`src/hw/rtl/cfrf_pkg.sv`:
```
// Shared types and constants for the character framebuffer with rectangle fill.
// Used by cfrf_sweep and char_framebuffer_rect_fill; depends on nothing else.
package cfrf_pkg;

   // Character written by clear and by the clearing pass after reset
   localparam logic [7:0] SPACE_CHAR = 8'h20;

   // Command codes carried on req_func
   typedef enum logic [1:0] {
      FUNC_CLEAR = 2'd0,
      FUNC_WRITE = 2'd1,
      FUNC_FILL  = 2'd2,
      FUNC_READ  = 2'd3
   } func_type;

   // Configuration register indexes
   typedef enum logic {
      REG_WIDTH  = 1'b0,
      REG_HEIGHT = 1'b1
   } reg_index_type;

   // Control states of the top level
   typedef enum logic [2:0] {
      ST_INIT,
      ST_IDLE,
      ST_SWEEP,
      ST_READ,
      ST_HOLD
   } state_type;

   // Rectangle handed to the sweep sequencer (columns and rows, end exclusive)
   typedef struct packed {
      logic [7:0] x_start;
      logic [7:0] col_end;
      logic [6:0] row_start;
      logic [6:0] row_end;
      logic [7:0] stride;
   } sweep_cmd_type;

   // Sweep sequencer status
   typedef struct packed {
      logic busy;
      logic last;
   } sweep_stat_type;

endpackage

```
`src/hw/rtl/cfrf_sweep.sv`:
```
// Address sequencer that walks a rectangle of cells, one cell per cycle, row by row.
// Depends on cfrf_pkg for the command and status structs.
module cfrf_sweep import cfrf_pkg::*; #(
   parameter int unsigned AW = 15
) (
   input  logic           clock,
   input  logic           reset,
   input  logic           start,
   input  sweep_cmd_type  cmd,
   input  logic [AW-1:0]  base,
   output sweep_stat_type stat,
   output logic [AW-1:0]  addr
);

   logic          busy_ff, busy_in;
   sweep_cmd_type cmd_ff;
   logic [7:0]    col_ff, col_in;
   logic [6:0]    row_ff, row_in;
   logic [AW-1:0] addr_ff, addr_in;
   logic [AW-1:0] row_base_ff, row_base_in;

   logic [8:0]    col_next;
   logic [7:0]    row_next;
   logic          col_last, row_last;
   logic [AW-1:0] row_base_next;

   // Detect the end of the current row and of the rectangle
   assign col_next      = {1'b0, col_ff} + 9'd1;
   assign row_next      = {1'b0, row_ff} + 8'd1;
   assign col_last      = (col_next == {1'b0, cmd_ff.col_end});
   assign row_last      = (row_next == {1'b0, cmd_ff.row_end});
   assign row_base_next = row_base_ff + AW'(cmd_ff.stride);

   // Advance along the row, then step down to the next row
   always_comb begin
      busy_in     = busy_ff;
      col_in      = col_ff;
      row_in      = row_ff;
      addr_in     = addr_ff;
      row_base_in = row_base_ff;
      if (start) begin
         busy_in     = 1'b1;
         col_in      = cmd.x_start;
         row_in      = cmd.row_start;
         addr_in     = base;
         row_base_in = base;
      end else if (busy_ff) begin
         if (!col_last) begin
            col_in  = col_next[7:0];
            addr_in = addr_ff + AW'(1);
         end else if (!row_last) begin
            col_in      = cmd_ff.x_start;
            row_in      = row_next[6:0];
            row_base_in = row_base_next;
            addr_in     = row_base_next;
         end else begin
            busy_in = 1'b0;
         end
      end
   end

   always_ff @(posedge clock) begin
      if (reset) begin
         busy_ff <= 1'b0;
      end else begin
         busy_ff <= busy_in;
      end
   end

   always_ff @(posedge clock) begin
      if (start) begin
         cmd_ff <= cmd;
      end
      col_ff      <= col_in;
      row_ff      <= row_in;
      addr_ff     <= addr_in;
      row_base_ff <= row_base_in;
   end

   assign stat.busy = busy_ff;
   assign stat.last = busy_ff & col_last & row_last;
   assign addr      = addr_ff;

endmodule

```
`config.mk`:
```
export PLATFORM = sky130hd
export DESIGN_NAME = cfrf_sweep
export DESIGN_NICKNAME = d
export VERILOG_FILES = /design/src/hw/rtl/cfrf_pkg.sv /design/src/hw/rtl/cfrf_sweep.sv
export SDC_FILE = /design/constraint.sdc
export NUM_CORES = 1
export LEC_CHECK = 0
export BUFFER_PORTS_ARGS = -buffer_cell sky130_fd_sc_hd__buf_2
export CAP_MARGIN = 20
export CORE_ASPECT_RATIO = 0.6
export CORE_MARGIN = 5
export CORE_UTILIZATION = 51
export DETAILED_ROUTE_END_ITERATION = 7
export MAX_ROUTING_LAYER = met4
export PLACE_DENSITY = 0.76
export SETUP_SLACK_MARGIN = 0.05
export SLEW_MARGIN = 20
export SYNTH_ARGS = -nofsm -noshare
export SYNTH_HDL_FRONTEND = slang
export SYNTH_SLANG_ARGS = --single-unit
```
`constraint.sdc`:
```
create_clock -name clock -period 3.54 [get_ports clock]
set_input_delay 0.354 -clock clock [delete_from_list [all_inputs] [get_ports clock]]
set_output_delay 0.354 -clock clock [all_outputs]
set_load 0.03 [all_outputs]
```
# Yosys cells after proc, flatten, opt, wreduce, memory -nomap -nowiden
# Index checks and enable logic that the tools add are counted.
[op_classes] n_addsub=4 n_eq_ne=4 muxes=19 bitwise=2 reduce_logical=4
[op_table] cell="two-way mux 15 bit" count=7
[op_table] cell="two-way mux 8 bit" count=4
[op_table] cell="two-way mux 7 bit" count=4
[op_table] cell="adder 15 x 1 -> 15 bit (second input constant)" count=1
[op_table] cell="adder 15 x 8 -> 15 bit" count=1
[op_table] cell="adder 8 x 1 -> 9 bit (second input constant)" count=1
[op_table] cell="equality test 9 x 8 -> 1 bit" count=1
[op_table] cell="adder 7 x 1 -> 8 bit (second input constant)" count=1
[op_table] cell="equality test 8 x 7 -> 1 bit" count=1
[op_table] cell="two-way mux 1 bit" count=4
[op_table] cell="nonzero test 2 bit" count=2
[op_table] cell="inequality test 3 bit (second input constant)" count=1
[op_table] cell="AND reduction 3 bit" count=1
[op_table] cell="AND 1 bit" count=2
[op_table] cell="inequality test 2 bit (second input constant)" count=1
[op_table] cell="AND reduction 2 bit" count=1
[totals] register_bits=77 inputBits=56 out_inout_bits=17 elab_cells=42

# Longest topological paths before layout
# Gate-level depths: netlist (run 1).
[logic_depth] ltp_word=6 mapped_depth=9

# Least setup slack after synthesis (run 1)
# Ideal clock, no wire load.
[synth_path] kind="register to register" startpoint="reg col_ff[0]" endpoint="reg addr_ff[0], in the netlist addr[0] (enable)" arrival_time_ps=3472 required_ps=3105 path_slack_ps=-367 path_stages_with_launch=9 n_path_buf=1 period_less_slack_ps=3907 cell_sequence="edfxtp_1 -> ha_1 -> and3_1 -> a31oi_1 -> nor2_1 -> o211ai_1 -> buf_2 -> nor4_1 -> o21ai_0"
[synth_via] elab_chain_cells=4
[synth_lines] item="start, declared" line_no="cfrf_sweep.sv:17" rtl="logic [7:0] col_ff, col_in;"
[synth_lines] item="start signal, assigned" line_no="cfrf_sweep.sv:74" rtl="col_ff <= col_in;"
[synth_lines] item="adder 8 x 1 -> 9 bit" line_no="cfrf_sweep.sv:28" rtl="assign col_next = {1'b0, col_ff} + 9'd1;"
[synth_lines] item="equality test 9 x 8 -> 1 bit" line_no="cfrf_sweep.sv:30" rtl="assign col_last = (col_next == {1'b0, cmd_ff.col_end});"
[synth_lines] item="inequality test 3 bit (no line)"
[synth_lines] item="AND reduction 2 bit (no line)"
[synth_lines] item="end signal, assigned" line_no="cfrf_sweep.sv:76" rtl="addr_ff <= addr_in;"
[synth_lines] item="end, declared" line_no="cfrf_sweep.sv:19" rtl="logic [AW-1:0] addr_ff, addr_in;"
# Every way passes these cells.
# A chain may end at the register's enable or synchronous reset.

==> results of run 1 <==
==> state kept, by name, indices dropped and copies added, names as in the netlist <==
signal / count
cmd_ff: 31
addr: 15
row_base_ff: 15
col_ff: 8
row_ff: 7
busy_ff: 1
==> placed cells by master (no fill, tap or decap), types with 5 or more instances in the layout <==
master      n
a211oi_1   16
a21oi_1    12
and3_1      5
buf_2      72
buf_4       7
clkbuf_16   9
clkinv_2    5
edfxtp_1   76
ha_1       11
inv_1      13
mux2_2      5
nand2_1    46
nand2b_1    6
nand3_1    11
nand4_1     7
nor2_1     28
nor3_1     10
nor4_1      5
o211ai_1    5
o21ai_0    13
o221a_2     7
or4_1       8
xnor2_1    22
xor2_1     18
==> routing by layer <==
layer  up-vias  global-route usage (%)  wire length, um
met5         -                       -                0
li1       1658                       -                -
met3        11                    5.33             1270
met1      1660                    33.6             5130
met2       195                    33.4             4940
met4         0                    5.91              137
==> what timing repair did <==
item	in CTS	in global routing
resized for setup	0	1
buffers inserted	0	0
endpoints found under the setup margin	0	1
==> cells by family after synthesis <==
| logic type | count (synthesis) |
|---|---|
| simple gates | 141 |
| compound gates | 87 |
| flops | 77 |
| xor+xnor | 42 |
| buf+inv | 32 |
| fa+ha+maj | 13 |
| mux | 5 |
==> critical path, cell delays in order (launching register included) <==
cell and delay, ps:
edfxtp_1 450, ha_1 280, nand4_1 120, o32ai_1 140, a2111oi_4 470, nand4_1 410, nor3_1 400, buf_2 260
==> where the power goes <==
group	internal, W	switching (W)
registers	0.00112	0.0000904
clock network	0.000535	0.000356
logic	0.000237	0.000357
==> metrics by stage <==
| step | setup WS [ps] | hold WS (ps) | util (%) | std cells |
|---|---|---|---|---|
| finish | 311 | 188 | 61.0 | 585 |
| global route | 109 | 175 | 61.0 | 585 |
| CTS | 323 | 179 | 60.9 | 585 |
| detailed placement | 599 | 530 | 57.6 | 570 |
| global placement | 760 | 512 | 57.6 | 570 |
| floorplan | 256 | 427 | - | 397 |
==> worst max path at each step <==
stage,to,startpoint,cells past startpoint,slack (ps)
global route,stat[0],col_ff[0],7,110
global placement,row_base_ff[1],col_ff[0],7,760
CTS,stat[0],col_ff[2],6,320
detailed placement,row_base_ff[5],col_ff[2],6,600
finish,stat[0],col_ff[0],7,310
floorplan,addr[0],col_ff[0],8,260
==> layout make-up <==
class | count | area, um^2 | share of cell area, %
sequential | 77 | 2300 | 44.5
inverter | 14 | 52.6 | 1.01
tap | 112 | 140 | 2.71
timing repair buffer | 79 | 413 | 7.97
clock inverter | 6 | 55.1 | 1.06
clock buffer | 9 | 225 | 4.35
multi-input combinational | 288 | 1990 | 38.4
==> run summary, run 1 <==
Post-synthesis simple-gate area fraction - 16.0%
Hold_sp - cmd[22]
Worst reg2reg path endpoint - row_base_ff[5]
Hold Fails Final Rpt - 0
Power Dens Cells - 521 mW/mm^2
CP Class - reg -> out
Synth Area in XOR/XNOR - 8.94%
Total power - 0.00270 W
Routed length per instance - 19.6 um
Final critical-path required period - 3230 ps
Vias in the first global route - 3414
First-pass GRT wire length - 18.2 mm
Post-synth EDFFs - 76
Slew Limit Headroom - 49.1%
Post-route setup TNS - 0 ps
Final setup violation count - 0
Worst vdd ir - 0.342 mV
Mapped Nets - 465
Vias post-DR - 3524
Async S/R FF share, synth - 0%
Finished layout cell area - 0.00518 mm^2
Synth area leaders - edfxtp_1 (52%), xnor2_1 (4.4%), nand2_1 (3.9%)
Crit Path Max Fanout - 5
Mux cell area share after synthesis - 1.27%
P&R area growth vs syn - 17.1%
CP Data Arrival Time - 2870 ps
Pleak - 1.97 nW
Seq cells post-synth - 77
Syn_area_per_cell - 11.1 um^2
RSZ-0062 raised after global routing - false
Hold path depth - 1
Share of layout cells above drive strength 1 - 24.3%
Clock buffer depth - 2
Distinct cells, synth - 59
Fillers - 707
Fmax - 310 MHz
Mapped Area - 0.00442 mm^2
Sink Count - 77
Overflow after GRT - 0
Cell with the most instances after synthesis - edfxtp_1
Largest net degree at the start of global routing - 57
Startpoint Class - flip-flop
CTS H-tree depth - 3
I/O Buffers - 72
R2R depth - 7
GRT Total Usage - 23.3%
Die Y - 82.1 um
I/O pin cnt - 73
Final period util - 91.2%
Dpl cell area - 0.00489 mm^2
Adder-cell area share of the yosys netlist - 3.79%
CTS root buffer - clkbuf_16
Status - finished clean
CTS Hold Buffers Added - 0
Worst-margin pin slew - 758 ps
Initial Util - 52.1%
RD Place Congestion - 0.917
Post-synthesis cell count - 397
Antenna fix cells - 0
ANT nets after route - 0
Vias per cell - 6.02
Commonest cells post-synth - edfxtp_1 (76), nand2_1 (46), nor2_1 (28)
Initial DRT Pass Iterations - 5
Initial antenna violation count - 0
CTS tree - yes
Post-synth top area share - 51.6%
R2R Setup Slk - 630 ps
Final nets - 537
DIE WIDTH - 130 um
DR iter-0 viols - 353
Min-delay worst type - in -> reg
Ys Warns - 0
Hpwl dp - 8.19 mm
Die Area - 0.0107 mm^2
Slew Limit Fails - 0
R2r startpoint - col_ff[0]
Core ar. - 0.00849 mm^2
Post-synthesis compound-gate area fraction - 14.8%
CTS buffer count - 9
Final clock skew - 7.28 ps
Max Cap Viol - 0
Cell Rows - 26
Top_reg_cell synth - edfxtp_1
Main combinational cell family by area after synthesis - simple AND/OR/NAND/NOR gates
Worst-Skew Late Latency - 340 ps
Detailed-route DRC error count - 0
CP Capture Type - output pin
Drt total wl - 11.5 mm
Part of the Yosys area used for sequential elements - 52.0%
Critical Path RT - 3190 ps
Dominant cell type by area after synthesis - edfxtp_1
Worst hold endpoint - cmd_ff[22]
CTS clock-pin slew for the worst setup and hold paths - 60 ps
(Power assumes the default switching activity.)
==> run 2, diff against run 1 <==
--- a/config.mk
+++ b/config.mk
@@ -7,12 +7,14 @@
 export LEC_CHECK = 0
 export BUFFER_PORTS_ARGS = -buffer_cell sky130_fd_sc_hd__buf_2
 export CAP_MARGIN = 20
+export CELL_PAD_IN_SITES_DETAIL_PLACEMENT = 1
+export CELL_PAD_IN_SITES_GLOBAL_PLACEMENT = 1
 export CORE_ASPECT_RATIO = 0.6
 export CORE_MARGIN = 5
-export CORE_UTILIZATION = 51
+export CORE_UTILIZATION = 40
 export DETAILED_ROUTE_END_ITERATION = 7
 export MAX_ROUTING_LAYER = met4
-export PLACE_DENSITY = 0.76
+export PLACE_DENSITY_LB_ADDON = 0.1
 export SETUP_SLACK_MARGIN = 0.05
 export SLEW_MARGIN = 20
 export SYNTH_ARGS = -nofsm -noshare
==> run 2 against run 1 <==
  * Clock skew is 0.85 ps lower
  * Critical path depth stayed put
  * Maximum frequency hardly changed
  * Combinational power is 1% higher
  * Non-clock buffer count is 1 higher
  * Routed wire length is 8.8% higher
  * First-iteration DRC count is 30% lower
  * Register-to-register slack worse by 130 ps
  * Count of clock-buffer cells in the layout is 5 higher
  * Flip-flop and latch count stayed put
  * Largest power group unchanged
==> run summary, run 2 (synthesized netlist as in run 1, its figures left out) <==
Share of layout cells above drive strength 1 - 24.0% (-0.31 points)
Vias in the first global route - 3638 (+6.6%)
I/O pin cnt - 73 (unchanged)
CTS tree - yes
Biggest register - cmd_ff
Max reg flops - 31 (unchanged)
Crit Path Max Fanout - 5 (unchanged)
Routed length per instance - 20.3 um (+3.7%)
Min-delay worst type - in -> reg
Worst-Skew Late Latency - 330 ps (about the same)
Core ar. - 0.0107 mm^2 (+26%)
Hold Fails Final Rpt - 0 (unchanged)
RD Place Congestion - 0.883 (-3.7%)
CTS H-tree depth - 3 (unchanged)
Worst hold margin - 191 ps (+2.80 ps)
ANT nets after route - 0 (unchanged)
First-pass GRT wire length - 20.0 mm (+9.8%)
Cell Rows - 29 (+12%)
Detailed-route DRC error count - 0 (unchanged)
Largest net degree at the start of global routing - 35 (-39%)
CP Capture Type - output pin
Max Cap Viol - 0 (unchanged)
Final period util - 91.2% (about the same)
Pleak - 1.97 nW (about the same)
Fmax - 310 MHz (about the same)
Final clock skew - 6.42 ps (-0.854 ps)
DIE WIDTH - 146 um (+12%)
Initial Util - 41.3% (-11 points)
Drt total wl - 12.5 mm (+8.8%)
Worst-margin pin slew - 706 ps (-52.3 ps)
CTS clock-pin slew for the worst setup and hold paths - 60 ps (about the same)
Final setup violation count - 0 (unchanged)
Post-route setup TNS - 0 ps (unchanged)
Fillers - 1171 (+66%)
GRT Total Usage - 19.7% (-3.6 points)
Register area - 0.00230 mm^2 (unchanged)
Hpwl dp - 9.43 mm (+15%)
Worst vdd ir - 0.306 mV (-11%)
Antenna fix cells - 0 (unchanged)
Overflow after GRT - 0 (unchanged)
CTS buffer count - 9 (unchanged)
Commonest non-fill, non-tap cell in the layout - edfxtp_1
RSZ-0062 raised after global routing - false
CTS root buffer - clkbuf_16
Multi-input gate area - 0.00200 mm^2 (+0.25%)
Initial antenna violation count - 0 (unchanged)
Startpoint Class - flip-flop
P&R area growth vs syn - 18.3%
Vias post-DR - 3481 (-1.2%)
Setup repair bufs after CTS - 0 (unchanged)
Clock buffer depth - 2 (unchanged)
CP Class - reg -> out
Final critical-path required period - 3230 ps (-0.514 ps)
I/O Buffers - 72 (unchanged)
Slew Limit Fails - 0 (unchanged)
Slew Limit Headroom - 52.6% (+3.5 points)
Critical Path RT - 3190 ps (about the same)
Status - finished clean
Initial DRT Pass Iterations - 4 (-1)
Power Dens Cells - 520 mW/mm^2 (about the same)
Die Y - 91.5 um (+11%)
DR iter-0 viols - 247 (-30%)
CP Data Arrival Time - 2870 ps (about the same)
Final nets - 538 (+0.19%)
Die Area - 0.0133 mm^2 (+25%)
Sink Count - 77 (unchanged)
Most frequent cells in the layout - edfxtp_1 (76), buf_2 (72), nand2_1 (46)
Vias per cell - 5.67 (-5.9%)
-- run 2: worst paths after layout --
path	startpoint	endpoint	slack, ps	depth (start not counted)
min	cmd[7]	cmd_ff[7]	190	1
min reg2reg	busy_ff	busy_ff	560	2
max	col_ff[0]	stat[0]	310	7
max reg2reg	col_ff[0]	row_base_ff[3]	500	7
-- run 2: what timing repair did --
item	CTS	global route
setup endpoints to repair	0	1
gates resized for setup	0	2
hold buffers	0	0
-- run 2: layout make-up --
class / count / area share (%)
inverter: 14 / 1.00
timing repair buffer: 80 / 8.03
tap: 139 / 3.32
sequential: 77 / 44.0
clock buffer: 14 / 4.85
clock inverter: 2 / 0.669
multi-input combinational: 288 / 38.1
-- run 2: stage by stage --
stage	utilization, %	area [um^2]	setup slack (ps)	instances	total power (W)
2_1_floorplan	-	4420	256	397	0.00162
3_3_place_gp	46.1	4930	556	598	0.00181
3_5_place_dp	46.1	4930	481	598	0.00183
4_1_cts	48.8	5220	177	614	0.00275
5_1_grt	48.9	5230	151	614	0.00287
6_report	48.9	5230	312	614	0.00272
-- run 2: metal layers --
metal | up-vias | GRT usage [%] | part of all wire, %
met1 | 1713 | 29.2 | 51
met4 | 0 | 3.24 | 0.66
met2 | 107 | 27.7 | 42
li1 | 1655 | - | -
met5 | - | - | 0
met3 | 6 | 4.63 | 6.9
-- run 2: worst max-delay path, cell delays in order, from the launching register on --
cell	delay, ps
edfxtp_1	470
ha_1	290
nand4_1	140
o32ai_1	150
a2111oi_4	510
nand4_1	400
nor3_2	330
buf_2	240
-- run 2: power by group --
part	switching (W)	total, W	internal [W]
Combinational	0.000362	0.000600	0.000239
Clock	0.000343	0.000908	0.000565
Sequential	0.0000929	0.00122	0.00112
==> run 3, diff against run 2 <==
--- a/config.mk
+++ b/config.mk
@@ -5,16 +5,17 @@
 export SDC_FILE = /design/constraint.sdc
 export NUM_CORES = 1
 export LEC_CHECK = 0
+export ABC_AREA = 1
 export BUFFER_PORTS_ARGS = -buffer_cell sky130_fd_sc_hd__buf_2
 export CAP_MARGIN = 20
 export CELL_PAD_IN_SITES_DETAIL_PLACEMENT = 1
 export CELL_PAD_IN_SITES_GLOBAL_PLACEMENT = 1
 export CORE_ASPECT_RATIO = 0.6
 export CORE_MARGIN = 5
-export CORE_UTILIZATION = 40
+export CORE_UTILIZATION = 39
 export DETAILED_ROUTE_END_ITERATION = 7
 export MAX_ROUTING_LAYER = met4
-export PLACE_DENSITY_LB_ADDON = 0.1
+export PLACE_DENSITY = 0.86
 export SETUP_SLACK_MARGIN = 0.05
 export SLEW_MARGIN = 20
 export SYNTH_ARGS = -nofsm -noshare
==> run 3 against run 2 <==
  * Synthesized cell count rose by 43%
  * Critical path depth increased by 5
  * Global-route usage rose by 0.64 points
  * Worst hold slack worse by 15 ps
  * Critical endpoint unchanged
==> run summary, run 3 <==
Top_reg_cell synth - edfxtp_1
Mapped Nets - 637 (+37%)
Largest net degree at the start of global routing - 34 (-2.9%)
CP max stage delay - 460 ps (-50 ps)
Post-synthesis cell count - 569 (+43%)
Routed length per instance - 17.3 um (-15%)
Setup WS post-layout - 479 ps (+167 ps)
Final clock skew - 8.49 ps (+2.07 ps)
Commonest cells post-synth - nand2_1 (170), edfxtp_1 (76), inv_1 (72)
Final period util - 86.5% (-4.7 points)
I/O Buffers - 72 (unchanged)
CP Class - reg -> out
CP Cell Sequence - ha_1, nand2_2, nor2_2, nand2_1, nand2_1, nand2_1, nand2_2, nand3b_1, nor2_4, nand2_4, nor3_2, buf_2
CTS resizes - 0 (unchanged)
DR iter-0 viols - 244 (-1.2%)
Die Y - 95.9 um (+4.8%)
Met2 routed WL - 6.29 mm (+20%)
First-pass GRT wire length - 22.7 mm (+14%)
Initial Util - 39.8% (-1.6 points)
Share of layout cells above drive strength 1 - 20.6% (-3.4 points)
Final nets - 710 (+32%)
Commonest non-fill, non-tap cell in the layout - nand2_1
RD Place Congestion - 0.916 (+3.7%)
Status - finished clean
Most frequent cells in the layout - nand2_1 (170), edfxtp_1 (76), inv_1 (72), buf_2 (72), nand3_1 (71)
Fmax - 327 MHz (+5.5%)
Post-synth EDFFs - 76 (unchanged)
Worst-Skew Late Latency - 350 ps (+20 ps)
CTS tree - yes
CTS H-tree depth - 3 (unchanged)
Initial antenna violation count - 0 (unchanged)
Biggest register - cmd_ff
Max reg flops - 31 (unchanged)
Top sig layer - met4
Core ar. - 0.0121 mm^2 (+13%)
Worst vdd ir - 0.212 mV (-31%)
Overflow after GRT - 0 (unchanged)
Critical Path RT - 3190 ps (about the same)
M1 WL - 6.79 mm (+7.7%)
Max Cap Viol - 0 (unchanged)
Mapped Area - 0.00480 mm^2 (+8.4%)
Detailed-route DRC error count - 0 (unchanged)
Worst-margin pin slew - 558 ps (-148 ps)
Die Area - 0.0147 mm^2 (+10%)
Cell with the most instances after synthesis - nand2_1
Place WS - 817 ps (+336 ps)
Slew Limit Headroom - 62.7% (+10 points)
Crit path buffers/inverters - 1 (unchanged)
Post-synth top area share - 47.6% (-4.0 points)
Vias per cell - 5.08 (-10%)
Clock buffer depth - 2 (unchanged)
RSZ-0062 raised after global routing - false
Crit Path Max Fanout - 8 (+3)
Post-route setup TNS - 0 ps (unchanged)
Setup repair bufs after CTS - 0 (unchanged)
Vias post-DR - 4125 (+19%)
Total power - 0.00281 W (+3.3%)
Drt total wl - 14.0 mm (+12%)
Final critical-path required period - 3060 ps (-167 ps)
Vias in the first global route - 4347 (+19%)
Startpoint Class - flip-flop
DIE WIDTH - 153 um (+5.1%)
Hpwl dp - 10.8 mm (+15%)
Critical-path top delay cell - edfxtp_1
Ys Warns - 0 (unchanged)
CP Capture Type - output pin
Cell family with most CP delay - simple AND/OR/NAND/NOR gates
Part of the Yosys area used for sequential elements - 48.0% (-4.0 points)
CTS root buffer - clkbuf_16
Syn_area_per_cell - 8.43 um^2 (-24%)
CP Data Arrival Time - 2710 ps (-160 ps)
Dominant cell type by area after synthesis - edfxtp_1
Pleak - 2.63 nW (+33%)
GRT Total Usage - 20.3% (+0.64 points)
P&R area growth vs syn - 17.2%
CP most frequent cell - nand2_1
ANT nets after route - 0 (unchanged)
Hold Fails Final Rpt - 0 (unchanged)
Seq cells post-synth - 77 (unchanged)
Distinct cells, synth - 38 (-36%)
Cell Rows - 31 (+6.9%)
Antenna fix cells - 0 (unchanged)
Min-delay worst type - in -> reg
Initial DRT Pass Iterations - 5 (+1)
Synth area leaders - edfxtp_1 (48%), nand2_1 (13%), nand3_1 (7.4%)
Met3 WL - 777 um (-9.7%)
I/O pin cnt - 73 (unchanged)
CTS Hold Buffers Added - 0 (unchanged)
Power Dens Cells - 501 mW/mm^2 (-3.8%)
Final setup violation count - 0 (unchanged)
Sink Count - 77 (unchanged)
Async S/R FF share, synth - 0% (unchanged)
CTS clock-pin slew for the worst setup and hold paths - 60 ps (about the same)
Slew Limit Fails - 0 (unchanged)
CTS buffer count - 9 (unchanged)
run 3: area by class of cell:
cell class | count | area, um^2
clock buffer | 11 | 253
clock inverter | 5 | 41.3
fill | 1458 | 6440
inverter | 76 | 285
multi-input combinational | 402 | 2140
sequential | 77 | 2300
tap | 165 | 206
timing repair buffer | 76 | 390
run 3: cell families after synthesis:
family | Yosys count | synth area share [%]
buf+inv | 90 | 7.41
xor+xnor | 18 | 3.29
fa+ha+maj | 12 | 3.29
simple gates | 337 | 34.2
flops | 77 | 48.0
compound gates | 35 | 3.84
run 3: worst reg2reg max path, cell delays in order (launching register included):
cell	delay (ps)
edfxtp_1	490
ha_1	390
inv_1	60
nand2_1	50
nand2_1	50
nor2_1	170
nand2_1	70
inv_1	50
nand2_1	80
nor2_4	150
nand2_2	100
nor2_8	190
nand2_1	100
o21ai_2	120
buf_4	330
run 3: worst paths after layout:
check,from,end,slack (ps),cells after the start
max,col_ff[0],stat[0],480,12
min,cmd[9],cmd_ff[9],180,1
max reg2reg,col_ff[0],row_base_ff[14],790,14
min reg2reg,cmd_ff[32],col_ff[2],570,2
run 3: per-stage QoR:
stage | utilization [%] | instance area, um^2 | hold WS (ps) | instances
after detailed placement | 44.2 | 5330 | 532 | 796
after CTS | 46.6 | 5620 | 170 | 812
after global placement | 44.2 | 5330 | 530 | 796
final | 46.6 | 5620 | 176 | 812
after floorplan | - | 4800 | 426 | 569
after global routing | 46.6 | 5620 | 166 | 812
run 3: per-layer routing:
metal / vias up / GRT usage [%]
met5: - / -
met4: 0 / 5.11
met3: 19 / 4.36
met2: 105 / 31.8
met1: 1957 / 27.3
li1: 2044 / -
run 3: report_power, final:
group          switching [W]  internal (W)  total (W)
Sequential         0.0000932       0.00113    0.00122
Clock               0.000402      0.000521   0.000923
Combinational       0.000449      0.000222   0.000671
